<file path="config.mk">
export PLATFORM = sky130hd
export DESIGN_NAME = memory_lcd_frame_serializer_core_flat
export DESIGN_NICKNAME = d
export VERILOG_FILES = /design/src/hw/rtl/mlcd_pkg.sv /design/src/hw/rtl/mlcd_in_if.sv /design/src/hw/rtl/mlcd_out_if.sv /design/src/hw/rtl/mlcd_front.sv /design/src/hw/rtl/mlcd_fifo.sv /design/src/hw/rtl/mlcd_back.sv /design/src/hw/rtl/memory_lcd_frame_serializer_core.sv /design/src/flat_wrapper.sv
export VERILOG_INCLUDE_DIRS = /design/src /design/src/hw/rtl
export SDC_FILE = /design/constraint.sdc
export NUM_CORES = 1
export LEC_CHECK = 0
export BUFFER_PORTS_ARGS = -buffer_cell sky130_fd_sc_hd__buf_4
export CORE_ASPECT_RATIO = 0.5
export CORE_UTILIZATION = 65
export CTS_CLUSTER_DIAMETER = 50
export DETAILED_ROUTE_END_ITERATION = 6
export PLACE_DENSITY = 0.85
export SETUP_SLACK_MARGIN = 0.1
export SLEW_MARGIN = 20
export SYNTH_ARGS = -nofsm -noshare
export SYNTH_HDL_FRONTEND = slang
export SYNTH_SLANG_ARGS = --single-unit
</file>
<file path="constraint.sdc">
create_clock -name clk_i -period 5.15 [get_ports clk_i]
set_input_delay 0.7725 -clock clk_i [delete_from_list [all_inputs] [get_ports clk_i]]
set_output_delay 0.7725 -clock clk_i [all_outputs]
set_load 0.01 [all_outputs]
</file>
<file path="src/hw/rtl/assert_macros.svh">
// Assertion macros shared by the serializer RTL.
// No dependencies; the NO_ASSERTIONS switch removes every check.
`ifndef ASSERT_MACROS_SVH
`define ASSERT_MACROS_SVH

`ifndef NO_ASSERTIONS
// Property checked at every rising clock edge outside reset.
`define ASSERT_CLK(label, clk, rst_n, prop, msg) \
  label: assert property (@(posedge clk) disable iff (!rst_n) (prop)) else $error(msg);
// Condition that must never be true outside reset.
`define ASSERT_NEVER(label, clk, rst_n, cond, msg) \
  label: assert property (@(posedge clk) disable iff (!rst_n) !(cond)) else $error(msg);
`else
`define ASSERT_CLK(label, clk, rst_n, prop, msg)
`define ASSERT_NEVER(label, clk, rst_n, cond, msg)
`endif

`endif

</file>
<file path="src/hw/rtl/mlcd_pkg.sv">
// Types, constants and helper functions of the memory LCD frame serializer.
// No dependencies; the front, queue, back and top modules import this package.
package mlcd_pkg;

  // Display geometry.
  localparam int PIXELS_PER_LINE = 96;
  localparam int LINES           = 96;
  localparam int BYTES_PER_LINE  = PIXELS_PER_LINE / 8;

  // Byte capacity of one burst, and the slot index width.
  localparam int MAX_RESULTS = 5;
  localparam int SLOT_W      = $clog2(MAX_RESULTS + 1);

  // Queue between front and back.
  localparam int FIFO_DEPTH = 4;
  localparam int FIFO_AW    = $clog2(FIFO_DEPTH);
  localparam int FIFO_CW    = $clog2(FIFO_DEPTH + 1);

  // Fixed bytes on the wire.
  localparam logic [7:0] BYTE_ZERO = 8'h00;
  localparam logic [7:0] LINE_ONE  = 8'h01;

  // Register reset values.
  localparam logic [7:0] WRITE_CMD_RST = 8'h80;
  localparam logic [7:0] VCOM_MASK_RST = 8'h40;
  localparam logic [7:0] CLEAR_CMD_RST = 8'h20;

  // Configuration register indexes.
  typedef enum logic [1:0] {
    CFG_WRITE_CMD = 2'd0,
    CFG_VCOM_MASK = 2'd1,
    CFG_CLEAR_CMD = 2'd2
  } cfg_reg_e;

  // Request mode field.
  localparam logic MODE_DATA  = 1'b0;
  localparam logic MODE_CLEAR = 1'b1;

  // One burst of wire bytes produced by one accepted request.
  typedef struct packed {
    logic [SLOT_W-1:0]                count;
    logic                             ends;
    logic [MAX_RESULTS-1:0][7:0]      bytes;
  } burst_t;

  // Bit reversal: bit 0 of the input becomes bit 7 of the output.
  function automatic logic [7:0] rev8(input logic [7:0] v);
    logic [7:0] r;
    for (int b = 0; b < 8; b++) begin
      r[7-b] = v[b];
    end
    return r;
  endfunction

endpackage

</file>
<file path="src/hw/rtl/mlcd_in_if.sv">
// Request channel of the serializer: valid/ready plus the request fields.
// Depends on nothing.
interface mlcd_in_if;
  logic       valid;
  logic       ready;
  logic       mode;
  logic [7:0] pixel_byte;

  modport source (output valid, output mode, output pixel_byte, input ready);
  modport sink   (input valid, input mode, input pixel_byte, output ready);
endinterface

</file>
<file path="src/hw/rtl/mlcd_out_if.sv">
// Wire byte channel of the serializer: valid/ready plus byte and end flag.
// Depends on nothing.
interface mlcd_out_if;
  logic       valid;
  logic       ready;
  logic [7:0] wire_byte;
  logic       last;

  modport source (output valid, output wire_byte, output last, input ready);
  modport sink   (input valid, input wire_byte, input last, output ready);
endinterface

</file>
<file path="src/hw/rtl/mlcd_front.sv">
// Front end: accepts requests, tracks frame position and VCOM, and builds
// one burst of wire bytes per request. Depends on mlcd_pkg and mlcd_in_if.
module mlcd_front
  import mlcd_pkg::*;
(
  input  logic               clk_i,
  input  logic               rst_ni,
  mlcd_in_if.sink            in_i,
  input  logic               cfg_we_i,
  input  logic [1:0]         cfg_idx_i,
  input  logic [7:0]         cfg_data_i,
  input  logic               full_i,
  output logic               push_o,
  output burst_t             push_data_o
);

  logic [7:0] write_cmd_q, vcom_mask_q, clear_cmd_q;
  logic       vcom_q, vcom_d;
  logic [5:0] bil_q, bil_d;
  logic [7:0] line_q, line_d;
  burst_t     burst;

  // A request is taken whenever the queue has room.
  assign in_i.ready  = !full_i;
  assign push_o      = in_i.valid && !full_i;
  assign push_data_o = burst;

  // Build the burst and the next frame position.
  always_comb begin
    logic [SLOT_W-1:0] k;
    logic [7:0]        vc;
    logic [8:0]        next_line;
    k         = '0;
    vc        = vcom_q ? vcom_mask_q : BYTE_ZERO;
    next_line = {1'b0, line_q} + 9'd1;
    burst     = '0;
    vcom_d    = vcom_q;
    bil_d     = bil_q;
    line_d    = line_q;
    if (in_i.mode == MODE_CLEAR) begin
      burst.bytes[0] = clear_cmd_q | vc;
      burst.bytes[1] = BYTE_ZERO;
      k              = SLOT_W'(2);
      burst.ends     = 1'b1;
      vcom_d         = !vcom_q;
      bil_d          = '0;
      line_d         = '0;
    end else begin
      // Frame start: command byte and address of the first line.
      if (bil_q == '0 && line_q == '0) begin
        burst.bytes[0] = write_cmd_q | vc;
        burst.bytes[1] = rev8(LINE_ONE);
        k              = SLOT_W'(2);
        vcom_d         = !vcom_q;
      end
      burst.bytes[k] = rev8(in_i.pixel_byte);
      k              = k + SLOT_W'(1);
      // Line end: trailer, then next address or end of frame.
      if ({1'b0, bil_q} + 7'd1 >= 7'(BYTES_PER_LINE)) begin
        bil_d          = '0;
        burst.bytes[k] = BYTE_ZERO;
        k              = k + SLOT_W'(1);
        if (next_line < 9'(LINES)) begin
          line_d         = next_line[7:0];
          burst.bytes[k] = rev8(line_q + 8'd2);
        end else begin
          line_d         = '0;
          burst.bytes[k] = BYTE_ZERO;
          burst.ends     = 1'b1;
        end
        k = k + SLOT_W'(1);
      end else begin
        bil_d = bil_q + 6'd1;
      end
    end
    burst.count = k;
  end

  // Frame state and configuration registers.
  always_ff @(posedge clk_i or negedge rst_ni) begin
    if (!rst_ni) begin
      vcom_q      <= 1'b1;
      bil_q       <= '0;
      line_q      <= '0;
      write_cmd_q <= WRITE_CMD_RST;
      vcom_mask_q <= VCOM_MASK_RST;
      clear_cmd_q <= CLEAR_CMD_RST;
    end else begin
      if (push_o) begin
        vcom_q <= vcom_d;
        bil_q  <= bil_d;
        line_q <= line_d;
      end
      if (cfg_we_i) begin
        unique case (cfg_reg_e'(cfg_idx_i))
          CFG_WRITE_CMD: write_cmd_q <= cfg_data_i;
          CFG_VCOM_MASK: vcom_mask_q <= cfg_data_i;
          CFG_CLEAR_CMD: clear_cmd_q <= cfg_data_i;
          default: ;
        endcase
      end
    end
  end

endmodule

</file>
<file path="src/hw/rtl/mlcd_fifo.sv">
// Short burst queue between the front and back ends.
// Depends on mlcd_pkg and assert_macros.svh.
`include "assert_macros.svh"
module mlcd_fifo
  import mlcd_pkg::*;
(
  input  logic   clk_i,
  input  logic   rst_ni,
  input  logic   push_i,
  input  burst_t push_data_i,
  input  logic   pop_i,
  output burst_t head_o,
  output logic   full_o,
  output logic   empty_o
);

  burst_t             mem_q [FIFO_DEPTH];
  logic [FIFO_AW-1:0] wr_q, rd_q;
  logic [FIFO_CW-1:0] cnt_q;

  assign full_o  = cnt_q == FIFO_CW'(FIFO_DEPTH);
  assign empty_o = cnt_q == '0;
  assign head_o  = mem_q[rd_q];

  // Pointers and fill count.
  always_ff @(posedge clk_i or negedge rst_ni) begin
    if (!rst_ni) begin
      wr_q  <= '0;
      rd_q  <= '0;
      cnt_q <= '0;
    end else begin
      if (push_i) wr_q <= wr_q + FIFO_AW'(1);
      if (pop_i)  rd_q <= rd_q + FIFO_AW'(1);
      if (push_i && !pop_i)      cnt_q <= cnt_q + FIFO_CW'(1);
      else if (pop_i && !push_i) cnt_q <= cnt_q - FIFO_CW'(1);
    end
  end

  // Entry storage.
  always_ff @(posedge clk_i) begin
    if (push_i) mem_q[wr_q] <= push_data_i;
  end

  `ASSERT_NEVER(a_push_full, clk_i, rst_ni, push_i && full_o && !pop_i, "push into full queue")
  `ASSERT_NEVER(a_pop_empty, clk_i, rst_ni, pop_i && empty_o, "pop from empty queue")
  `ASSERT_CLK(a_cnt_range, clk_i, rst_ni, cnt_q <= FIFO_CW'(FIFO_DEPTH), "fill count overflow")

endmodule

</file>
<file path="src/hw/rtl/mlcd_back.sv">
// Back end: walks the bytes of the head burst and drives the output register.
// Depends on mlcd_pkg, mlcd_out_if and assert_macros.svh.
`include "assert_macros.svh"
module mlcd_back
  import mlcd_pkg::*;
(
  input  logic       clk_i,
  input  logic       rst_ni,
  input  burst_t     head_i,
  input  logic       empty_i,
  output logic       pop_o,
  mlcd_out_if.source out_o
);

  logic [SLOT_W-1:0] slot_q;
  logic              ovalid_q;
  logic [7:0]        obyte_q;
  logic              olast_q;
  logic              load;
  logic              final_slot;

  assign out_o.valid     = ovalid_q;
  assign out_o.wire_byte = obyte_q;
  assign out_o.last      = olast_q;

  // Move one byte into the output register when it is free or being taken.
  assign load       = (!ovalid_q || out_o.ready) && !empty_i;
  assign final_slot = slot_q == head_i.count - SLOT_W'(1);
  assign pop_o      = load && final_slot;

  // Control state.
  always_ff @(posedge clk_i or negedge rst_ni) begin
    if (!rst_ni) begin
      slot_q   <= '0;
      ovalid_q <= 1'b0;
    end else begin
      if (load) begin
        ovalid_q <= 1'b1;
        slot_q   <= final_slot ? '0 : slot_q + SLOT_W'(1);
      end else if (out_o.ready) begin
        ovalid_q <= 1'b0;
      end
    end
  end

  // Output payload.
  always_ff @(posedge clk_i) begin
    if (load) begin
      obyte_q <= head_i.bytes[slot_q];
      olast_q <= head_i.ends && final_slot;
    end
  end

  `ASSERT_NEVER(a_slot_orphan, clk_i, rst_ni, slot_q != '0 && empty_i, "burst lost mid-walk")
  `ASSERT_CLK(a_slot_range, clk_i, rst_ni, empty_i || slot_q < head_i.count, "slot past burst")
  `ASSERT_NEVER(a_empty_burst, clk_i, rst_ni, !empty_i && head_i.count == '0, "empty burst queued")

endmodule

</file>
<file path="src/hw/rtl/memory_lcd_frame_serializer_core.sv">
// Memory LCD frame serializer top level: front end, burst queue, back end.
// The first byte of a request passes through the burst queue, then the output register.
// Throughput: one wire byte per cycle unless the receiver stalls; a request
// gives 1 to 3 bytes, a new request each cycle while the 4-entry queue has room.
// Reset (rst_ni, async low): VCOM high, frame position 0, registers at default.
// Depends on mlcd_pkg, mlcd_in_if, mlcd_out_if, mlcd_front, mlcd_fifo, mlcd_back.
module memory_lcd_frame_serializer_core
  import mlcd_pkg::*;
(
  input  logic       clk_i,
  input  logic       rst_ni,
  mlcd_in_if.sink    in_i,
  mlcd_out_if.source out_o,
  input  logic       cfg_we_i,
  input  logic [1:0] cfg_idx_i,
  input  logic [7:0] cfg_data_i
);

  logic   push, pop, full, empty;
  burst_t push_data, head;

  // Request decode and frame tracking.
  mlcd_front u_front (
    .clk_i       (clk_i),
    .rst_ni      (rst_ni),
    .in_i        (in_i),
    .cfg_we_i    (cfg_we_i),
    .cfg_idx_i   (cfg_idx_i),
    .cfg_data_i  (cfg_data_i),
    .full_i      (full),
    .push_o      (push),
    .push_data_o (push_data)
  );

  // Burst queue.
  mlcd_fifo u_fifo (
    .clk_i       (clk_i),
    .rst_ni      (rst_ni),
    .push_i      (push),
    .push_data_i (push_data),
    .pop_i       (pop),
    .head_o      (head),
    .full_o      (full),
    .empty_o     (empty)
  );

  // Byte output.
  mlcd_back u_back (
    .clk_i   (clk_i),
    .rst_ni  (rst_ni),
    .head_i  (head),
    .empty_i (empty),
    .pop_o   (pop),
    .out_o   (out_o)
  );

endmodule

</file>
<file path="src/flat_wrapper.sv">
// flat-port wrapper written by rule: the top's interface ports become plain ports
module memory_lcd_frame_serializer_core_flat import mlcd_pkg::*;
  (clk_i, rst_ni, cfg_we_i, cfg_idx_i, cfg_data_i, in_i_valid, in_i_mode, in_i_pixel_byte, in_i_ready, out_o_valid, out_o_wire_byte, out_o_last, out_o_ready);
  mlcd_in_if in_i_i ();
  mlcd_out_if out_o_i ();
  input  logic clk_i;
  input  logic rst_ni;
  input  logic cfg_we_i;
  input  logic [1:0] cfg_idx_i;
  input  logic [7:0] cfg_data_i;
  input wire logic [$bits(in_i_i.valid)-1:0] in_i_valid;
  input wire logic [$bits(in_i_i.mode)-1:0] in_i_mode;
  input wire logic [$bits(in_i_i.pixel_byte)-1:0] in_i_pixel_byte;
  output wire logic [$bits(in_i_i.ready)-1:0] in_i_ready;
  output wire logic [$bits(out_o_i.valid)-1:0] out_o_valid;
  output wire logic [$bits(out_o_i.wire_byte)-1:0] out_o_wire_byte;
  output wire logic [$bits(out_o_i.last)-1:0] out_o_last;
  input wire logic [$bits(out_o_i.ready)-1:0] out_o_ready;
  assign in_i_i.valid = in_i_valid;
  assign in_i_i.mode = in_i_mode;
  assign in_i_i.pixel_byte = in_i_pixel_byte;
  assign in_i_ready = in_i_i.ready;
  assign out_o_valid = out_o_i.valid;
  assign out_o_wire_byte = out_o_i.wire_byte;
  assign out_o_last = out_o_i.last;
  assign out_o_i.ready = out_o_ready;
  memory_lcd_frame_serializer_core u_core (.clk_i(clk_i), .rst_ni(rst_ni), .in_i(in_i_i), .out_o(out_o_i), .cfg_we_i(cfg_we_i), .cfg_idx_i(cfg_idx_i), .cfg_data_i(cfg_data_i));
endmodule
</file>
==> flow_metrics.py <==
metrics = {
    "route": {
        "totalWireLength_um": 15800,
        "wl_per_cell_um": 21.0,
        "routed_via_density": 6.15,
        "drc_errors": 0,
        "ant_nets": 0,
        "initialDrtViolationCount": 621,
        "drt_pass1_iterations": 5,
        "vias": 4610,
    },
    "sta": {
        "max_freq_mhz": 293,
        "slew_headroom_pct": 51.7,
        "rsz0062_at_grt": "false",
        "report.final.slew_viol_count": 0,
        "whs_ns": 0.376,
        "worst_slew_pin_slew_ns": 0.722,
        "setup_viol": 0,
        "final-hold-violation-count": 0,
        "post-route-min-period_ns": 3.42,
        "setup_slack_ns": 1.73,
        "tns_ns": 0,
        "finalCritPeriodShare_pct": 66.4,
        "fin_skew_ns": 0.00859,
    },
    "status": {
        "outcome": "finished, final reports clean",
    },
    "global_route": {
        "grt_pass1_wl_um": 25000,
        "grt_antenna_before_repair": 0,
        "grt_pass1_vias": 4570,
        "grt_max_degree": 51,
        "grt-ovfl-total": 0,
        "grt_use_total_pct": 28.1,
    },
    "clock_tree": {
        "ctsResizeCount": 0,
        "cts-root-buf": "clkbuf_16",
        "insertion_delay_ns": 0.43,
        "cts_setup_buffers": 0,
        "cts_buffer_depth": 2,
        "cts_inserted_buffers": 17,
        "ctsHoldBuffers": 0,
        "htree_num_levels": 4,
        "cts.sinks": 175,
        "path_clk_slew_ns": 0.06,
        "cts_tree": "done",
    },
    "placed_design": {
        "hpwlAfterDp_um": 9610,
        "gp_congestion": 0.815,
        "pre_cts_ws_ns": 1.82,
        "portBuffers": 34,
        "placed_area_um2": 8170,
    },
    "synth": {
        "syn_area_per_cell_um2": 15.0,
        "synth_ff_type": "edfxtp_1",
        "synth_cell_types": 57,
        "ys_seq_elements": 175,
        "synth-edff-count": 125,
        "async_flop_share_pct": 28.6,
        "syn_inst": 512,
        "ys_warn_count": 0,
        "netlist_area_um2": 7690,
        "ys_seq_area_share_pct": 65.1,
    },
    "layout": {
        "fillCellCount": 608,
        "drive_above_1_share_pct": 24.4,
        "finalInstanceArea_um2": 8700,
        "multi_input_comb_area_um2": 2590,
        "diodes": 0,
        "seq_area_um2": 5010,
        "nNetsFinal": 616,
        "area_growth_pct": 13.1,
    },
    "hold_path": {
        "hp-class": "primary input to async pin",
    },
    "worst_setup_path": {
        "endpoint_kind": "flop",
        "crit_required_ns": 5.46,
        "arrival_ns": 3.73,
        "path_class": "flop to flop",
        "reg2reg_depth": 10,
        "reg2reg_slack_ns": 1.73,
        "cp-endpoint": "u_core.u_fifo.cnt_q[1]",
        "regToRegEndpoint": "u_core.u_fifo.cnt_q[1]",
        "crit_path_max_fanout": 21,
        "start_kind": "flop",
        "rr_startpoint": "u_core.u_fifo.rd_q[0]",
        "crit_start": "u_core.u_fifo.rd_q[0]",
    },
    "power_and_ir_drop": {
        "peakVddDrop_uv": 300,
        "powerDensity_nw_per_um2": 559,
        "leakage_nw": 3.23,
    },
    "floorplanning": {
        "io_pins": 35,
        "die_x_um": 156,
        "num_rows": 27,
        "die_area_um2": 12300,
        "coreArea_um2": 11200,
        "die_h_um": 78.9,
        "initial_core_util_pct": 68.4,
    },
    "job": {
        "max_cap_violations": 0,
    },
}
==> through the flow <==
| step | std cells | total power [W] | utilization (%) |
|---|---|---|---|
| after floorplan | 543 | 0.00325 | - |
| after global placement | 718 | 0.00360 | 72.6 |
| after detailed placement | 718 | 0.00369 | 72.6 |
| after CTS | 750 | 0.00486 | 77.3 |
| after global routing | 750 | 0.00509 | 77.3 |
| final | 750 | 0.00486 | 77.3 |
==> worst min path at each step <==
| stage | to | cells after the start |
|---|---|---|
| after global placement | u_core.u_fifo.cnt_q[2] | 1 |
| after detailed placement | u_core.u_fifo.cnt_q[2] | 1 |
| after floorplan | u_core.u_fifo.cnt_q[2] | 1 |
| after CTS | u_core.u_front.bil_q[1] | 1 |
| after global routing | u_core.u_front.bil_q[1] | 1 |
| final | u_core.u_front.bil_q[1] | 1 |
==> critical path: stages (launching register included) <==
cell,delay [ns]
dfrtp_2,0.56
buf_4,0.44
mux4_2,0.62
xnor2_2,0.21
nand3_2,0.19
nor2_2,0.23
inv_1,0.08
ha_1,0.23
inv_1,0.09
fa_1,0.38
mux2_2,0.27
==> cells in the mapped netlist (2+ instances only) <==
library cell	count	share of area [%]
edfxtp_1	125	49
a21oi_1	51	3.3
dfrtp_1	46	15
nand2_1	36	1.8
mux4_2	29	8.5
mux2_2	25	3.7
nor2_1	21	1.0
inv_1	15	0.73
ha_1	13	2.1
clkbuf_1	10	0.49
nand3_1	10	0.65
a211oi_1	8	0.78
o211ai_1	8	0.78
xor2_1	8	0.91
nor2b_1	7	0.57
o2bb2ai_1	7	0.80
xnor2_1	7	0.80
buf_2	6	0.39
and2_1	5	0.41
nor3_1	5	0.33
o21ai_1	5	0.33
and3_1	4	0.33
buf_4	4	0.39
dfstp_2	4	1.4
o21ai_0	4	0.26
a21o_1	3	0.29
a22oi_1	3	0.29
a31oi_1	3	0.24
buf_6	3	0.44
nand3_2	3	0.39
nand3b_1	3	0.29
clkinv_1	2	0.098
nand4_1	2	0.16
nor2_2	2	0.16
nor4b_1	2	0.23
or3_1	2	0.16
==> per-layer routing <==
| metal | vias up | global-route usage, % | share of wire, % |
|---|---|---|---|
| met5 | - | 0 | 0 |
| met4 | 0 | 11.8 | 1.8 |
| met3 | 30 | 5.84 | 7.8 |
| met2 | 243 | 42.7 | 47 |
| met1 | 2290 | 40.3 | 44 |
| li1 | 2047 | - | - |
==> state kept, by name, summed over array words and instances (netlist names) <==
name,flops
u_core.u_back.out_o.last,1
u_core.u_front.write_cmd_q,8
u_core.u_front.vcom_mask_q,8
u_core.u_front.bil_q,6
u_core.u_back.out_o.wire_byte,8
u_core.u_back.slot_q,3
u_core.u_fifo.mem_q,116
u_core.u_front.clear_cmd_q,8
u_core.u_front.line_q,8
u_core.u_front.vcom_q,1
u_core.u_fifo.cnt_q,3
u_core.u_fifo.wr_q,2
u_core.u_fifo.rd_q,2
u_core.u_back.out_o.valid,1
==> where the power goes <==
part | total [W] | internal, W | switching [W]
Combinational | 0.00152 | 0.000637 | 0.000880
Sequential | 0.00219 | 0.00197 | 0.000224
Clock | 0.00115 | 0.000611 | 0.000539
==> layout make-up <==
class / count / share of cell area, %
inverters: 18 / 0.777
flip-flops and latches: 175 / 57.6
repair buffers: 40 / 3.45
clock buffers: 17 / 4.89
multi-input cells: 326 / 29.8
well taps: 159 / 2.29
clock inverters: 15 / 1.14
==> placed cells by master, fill, tap and decap left out, drive strengths merged, types with 3 or more instances in the layout <==
master,count
a211oi,8
a21o,3
a21oi,52
a22oi,3
a31oi,3
and2,5
and3,4
buf,40
clkbuf,17
clkinv,12
clkinvlp,4
conb,32
dfrtp,46
dfstp,4
edfxtp,125
ha,13
inv,17
mux2,25
mux4,29
nand2,37
nand3,13
nand3b,3
nor2,23
nor2b,7
nor3,6
o211ai,8
o21ai,10
o2bb2ai,7
xnor2,8
xor2,8
==> cells by family (layout without fill, tap and decap cells) <==
group / Yosys count / count (layout) / synth area share [%]
flip-flops: 175 / 175 / 65.1
AND/OR/NAND/NOR: 110 / 110 / 7.47
AO/OA/AOI/OAI: 100 / 100 / 8.25
multiplexers: 54 / 54 / 12.2
buffers and inverters: 42 / 90 / 2.64
XOR/XNOR: 16 / 16 / 1.92
adder cells (fa/ha/maj): 14 / 14 / 2.38
other: 1 / 32 / 0.0488
Note: power is estimated with default switching activity, not from simulation.
